<file path="config.mk">
export PLATFORM = sky130hd
export DESIGN_NAME = lzbr_ram
export DESIGN_NICKNAME = d
export VERILOG_FILES = /design/src/hdl/assert_macros.svh /design/src/hdl/lzbr_ram.sv
export SDC_FILE = /design/constraint.sdc
export NUM_CORES = 2
export LEC_CHECK = 0
export BUFFER_PORTS_ARGS = -buffer_cell sky130_fd_sc_hd__buf_2
export CAP_MARGIN = 10
export CORE_MARGIN = 1.5
export CORE_UTILIZATION = 63
export DETAILED_ROUTE_END_ITERATION = 7
export GPL_TIMING_DRIVEN = 0
export MAX_ROUTING_LAYER = met4
export PLACE_DENSITY = 0.84
export SETUP_SLACK_MARGIN = 0.1
export SLEW_MARGIN = 0
export SYNTH_ARGS = -nofsm -noshare
export SYNTH_HDL_FRONTEND = slang
export SYNTH_SLANG_ARGS = --single-unit
</file>
<file path="constraint.sdc">
create_clock -name i_clk -period 3.4 [get_ports i_clk]
set_clock_uncertainty 0.15 [all_clocks]
set_input_delay 0.51 -clock i_clk [delete_from_list [all_inputs] [get_ports i_clk]]
set_output_delay 0.51 -clock i_clk [all_outputs]
set_load 0.01 [all_outputs]
</file>
<file path="src/hdl/assert_macros.svh">
// Assertion helpers used by lz_binary_rans_decompressor.
`ifndef ASSERT_MACROS_SVH
`define ASSERT_MACROS_SVH
`ifndef SYNTHESIS
`define ASSERT_IMPLIES(lbl, clk, rst_n, pre, post, msg) \
    lbl: assert property (@(posedge clk) disable iff (!rst_n) (pre) |-> (post)) else $error(msg);
`define ASSERT_NEXT(lbl, clk, rst_n, pre, post, msg) \
    lbl: assert property (@(posedge clk) disable iff (!rst_n) (pre) |=> (post)) else $error(msg);
`else
`define ASSERT_IMPLIES(lbl, clk, rst_n, pre, post, msg)
`define ASSERT_NEXT(lbl, clk, rst_n, pre, post, msg)
`endif
`endif

</file>
<file path="src/hdl/lzbr_ram.sv">
// ----------------------------------------------------------------------------
// lzbr_ram
// Generic single-write, single-read RAM with registered read data.
// ----------------------------------------------------------------------------
`default_nettype none
module lzbr_ram #(
    parameter int WIDTH = 8,
    parameter int DEPTH = 256
) (
    input  wire logic                     i_clk,
    input  wire logic                     i_we,
    input  wire logic [$clog2(DEPTH)-1:0] i_waddr,
    input  wire logic [WIDTH-1:0]         i_wdata,
    input  wire logic [$clog2(DEPTH)-1:0] i_raddr,
    output logic      [WIDTH-1:0]         o_rdata
);
    logic [WIDTH-1:0] r_mem [DEPTH];

    always_ff @(posedge i_clk) begin
        if (i_we) begin
            r_mem[i_waddr] <= i_wdata;
        end
        o_rdata <= r_mem[i_raddr];
    end
endmodule
`default_nettype wire

</file>
# ---- After elaboration in Yosys (flattened, before gate mapping)
# Memory sizes are Yosys's and may differ from the RTL's. A register that Yosys moved wholly into a read port is not among the register bits.
# Index checks and enable logic that the tools add are counted.
dict set report word_totals {
  out_inout_bits 8
  ram_bits 2048
  word_cells 3
  mem_count 1
  ff_bits 0
}
dict set report op_classes {
  n_mux 2
}
# name depth width read_ports rd_ports_with_merged_regs wr line
set memory_table {}
lappend memory_table {r_mem 256 8 1 1 1 lzbr_ram.sv:17} ;# logic [WIDTH-1:0] r_mem [DEPTH];
# operator count
set op_table {}
lappend op_table {{two-way mux 1 bit} 2}

# ---- Logic depth before layout (Yosys ltp)
dict set report logic_depth {
  ltp_word 2
  mapped_depth 11
  depth_no_buf 6
}

# ---- Worst setup path after synthesis
# No wires, ideal clock.
dict set report synth_path {
  kind {input to register}
  startpoint {input i_raddr[0]}
  endpoint {register o_rdata[2] (read register of r_mem)}
  setup_ns 0.131
  arrival_ns 2.317
  slack_ns 0.802
  path_stages 9
  n_path_buf 4
  cell_sequence {buf_6 buf_12 buf_8 buf_2 mux4_2 a22oi_1 a21oi_1 nor4_1 nor4_2}
}
# element line
set synth_lines {}
lappend synth_lines {{from (decl)} lzbr_ram.sv:14} ;# input wire logic [$clog2(DEPTH)-1:0] i_raddr,
lappend synth_lines {{to (decl)} lzbr_ram.sv:15} ;# output logic [WIDTH-1:0] o_rdata

# ---- Worst setup path in the final report
dict set report layout_path {
  startpoint {input i_waddr[2]}
  endpoint {memory r_mem[101][6], enable pin}
}
# element line
set layout_lines {}
lappend layout_lines {{from (decl)} lzbr_ram.sv:12} ;# input wire logic [$clog2(DEPTH)-1:0] i_waddr,
lappend layout_lines {{to (decl)} lzbr_ram.sv:17}
# Straight into the memory's write port.

==> impl_metrics.tcl <==
set metrics [dict create \
    worst_ir_drop_vdd_mv 0.5983 \
    final_nets 3996 \
    fillers 6746 \
    grt.total_usage_pct 40.08 \
    setup_ws_ns -0.2585 \
    avgViaCountPerCell 7.755 \
    layoutNonFillerInstCount 5804 \
    p_per_area_nw_per_um2 583.8 \
    crit_path_end_kind "register" \
    drc 20 \
    rsz0062_at_grt "yes" \
    synth_edf_count 2048 \
    postPlaceCellArea_um2 82190 \
    critical_path_required_ns 3.72 \
    violations "design-rule violations, negative setup slack" \
    cts_sinks 2056 \
    power.leakage_uw 0.02738 \
    muxShareOfSynthArea_pct 14.62 \
    postCtsSetupBuffers 0 \
    worstSetupPathType "input pin to register" \
    area_growth_pct 11.65 \
    dieHeight_um 358.4 \
    root_buffer "clkbuf_16" \
    clock_latency_ns 0.86 \
    drt_first_pass_iters 8 \
    synth-compound-area-share_pct 3.419 \
    port-buffer-count 26 \
    grt_pass1_vias 43422 \
    hp-class "input pin to register" \
    comb_power_share_pct 6.1 \
    grt_pass1_wl_um 334700 \
    synth_seq_cells 2056 \
    worst_slew_pin_slew_ns 1.283 \
    setup_viol 509 \
    crit_fanout 10 \
    fmax_ghz 0.2733 \
    place_congestion 1.080 \
    routed_wl_um 245700 \
    cts_buffer_depth 3 \
    initial_core_util_pct 63.44 \
    swShare_pct 22.68 \
    cts_tree "done" \
    htree_levels 4 \
    status "complete, but fails checks" \
    dp_slack_ns -1.771 \
    synth_cells 3733 \
    yosysWarnings 0 \
    die-area_um2 128400 \
    startpoint_type "input pin" \
    postSynthAreaPerCell_um2 21.31 \
    vias 45011 \
    p_clk_share_pct 40.0 \
    ys_types 55 \
    postLayoutCellArea_um2 88830 \
    grt_overflow 0 \
    drv_slew 0 \
    regToRegSetupSlack_ns 0.32 \
    synthArstFlopShare_pct 0 \
    seqPwrFrac_pct 53.9 \
    maxCapViolations 0 \
    ant_nets 0 \
    p_int_uw 40090 \
    grt_max_degree 164 \
    drive_above_1_share_pct 25.10 \
    dr.first_iter.drc_count 9509 \
    relSlewSlack_pct 14.14 \
    antenna_found_initial 18 \
    synthSimpleGateAreaFrac_pct 2.628 \
    whs_ns 0.03780 \
    register_area_um2 61660 \
    synth_top_family_by_area "multiplexers" \
    io_pins 34 \
    synth-main-ff-cell "edfxtp_1" \
    cts_buffers 190 \
    dpl.hpwl_um 150900 \
    ys_seq_area_share_pct 77.50 \
    avgRoutedWirePerCell_um 42.33 \
    rows 130 \
    multi_input_area_um2 16950 \
    synth_xor_area_share_pct 0 \
    clk_pin_slew_ns 0.06 \
    syn_area_um2 79560 \
    core_um2 125400 \
    die_x_um 358.4 \
    post-route-util_pct 70.83 \
    dpl.cell_count 5425 \
    fin_crit_sh_pct 107.6 \
    synthAdderAreaFrac_pct 0 \
    arrival_ns 3.98 \
    synthesis.nets 3759 \
    power.switching_uw 11760 \
    final.min_clock_period_ns 3.658 \
    hold_viol 0 \
]
## layer usage
metal  GRT usage [%]  part of all wire, %
met5               -                    0
met4           27.17                  8.8
met3           17.81                   17
met2           55.42                   44
met1           47.45                   30
## metrics by stage
stage / power, µW / setup TNS (ns)
floorplan: 29860 / 0
global placement: 31270 / -3247.31
detailed placement: 31310 / -522.01
CTS: 51380 / 0
global route: 52520 / -0.3309
finish: 51860 / -44.60
## flip-flops by register name, summed over array words and instances (netlist names)
name and cells:
o_rdata 8, r_mem 2048
## worst max-delay path, stage by stage
cell and delay (ns):
clkbuf_1 0.58, nor2b_1 0.24, clkbuf_1 0.57, nand3_1 0.46
clkbuf_2 0.77, nor2_2 0.83
## worst paths after layout
kind                                    start       endpoint  cells after the start
worst min-delay path               i_wdata[5]   r_mem[81][5]                      1
worst max-delay path               i_waddr[2]  r_mem[101][6]                      6
worst min register to register  r_mem[102][7]     o_rdata[7]                      5
worst max register to register   r_mem[80][6]     o_rdata[6]                      6
## Yosys cell counts (all sizes together), types with 2 or more instances
cell type	n	area share, %
edfxtp	2048	77
mux4	456	13
nor2	282	1.3
mux2i	134	1.7
a22oi	133	1.3
buf	122	1.3
clkbuf	111	0.52
a21oi	96	0.60
o221ai	47	0.53
nand3	34	0.21
nand2	33	0.16
nor2b	31	0.24
o22ai	28	0.22
nor4	27	0.24
nor3	22	0.14
a211oi	16	0.15
a221oi	14	0.16
o21ai	12	0.075
nand4	10	0.079
o211ai	10	0.094
a22o	8	0.088
dfxtp	8	0.20
nand2b	8	0.063
and2	6	0.047
a2111oi	5	0.066
o22a	5	0.055
o32ai	5	0.064
or2	4	0.031
a311oi	2	0.022
a31oi	2	0.016
and3b	2	0.022
nand3b	2	0.019
## layout make-up
type	instances	share of cell area [%]
plain buffers	233	1.813
inverters	2	0.008452
clock buffers	236	5.629
well taps	1650	2.324
diodes	27	0.07606
multi-input cells	1442	19.08
clock inverters	113	1.003
flip-flops and latches	2056	69.42
repair buffers	45	0.6508
## placed cells by master, fill, tap and decap left out, types with 18 or more instances in the layout
cell / count
buf_2: 51
mux2i_1: 134
nand2_1: 33
diode_2: 27
clkinv_2: 27
o221ai_1: 46
nor2_1: 213
clkbuf_16: 192
clkbuf_1: 101
clkinv_1: 51
nor2_2: 66
buf_6: 21
nand3_1: 34
mux4_2: 454
clkbuf_2: 45
nor3_1: 18
a21oi_1: 88
buf_8: 24
a22oi_1: 133
o22ai_1: 28
edfxtp_1: 2048
nor2b_1: 30
buf_4: 33
## power groups by stage
stage	Sequential, µW	Combinational, µW	Clock [µW]
final	28000	3170	20700
after global routing	27900	3120	21400
after CTS	28000	2940	20500
after detailed placement	28500	2810	0
after global placement	28600	2680	0
after floorplan	28500	1360	0
## kinds of logic (layout without fill, tap and decap cells)
family / Yosys count / count (layout)
buffers and inverters: 235 / 629
other: 0 / 27
AND/OR/NAND/NOR: 466 / 466
AO/OA/AOI/OAI: 385 / 385
multiplexers: 591 / 591
flip-flops: 2056 / 2056
## timing repair
action	CTS	global route
cloned	0	0
setup endpoints to repair	81	623
pin swaps	0	1
hold buffers	2	0
endpoints found under the hold margin	5	0
gates resized for setup	108	101
Power figures use the tool's default switching activity.
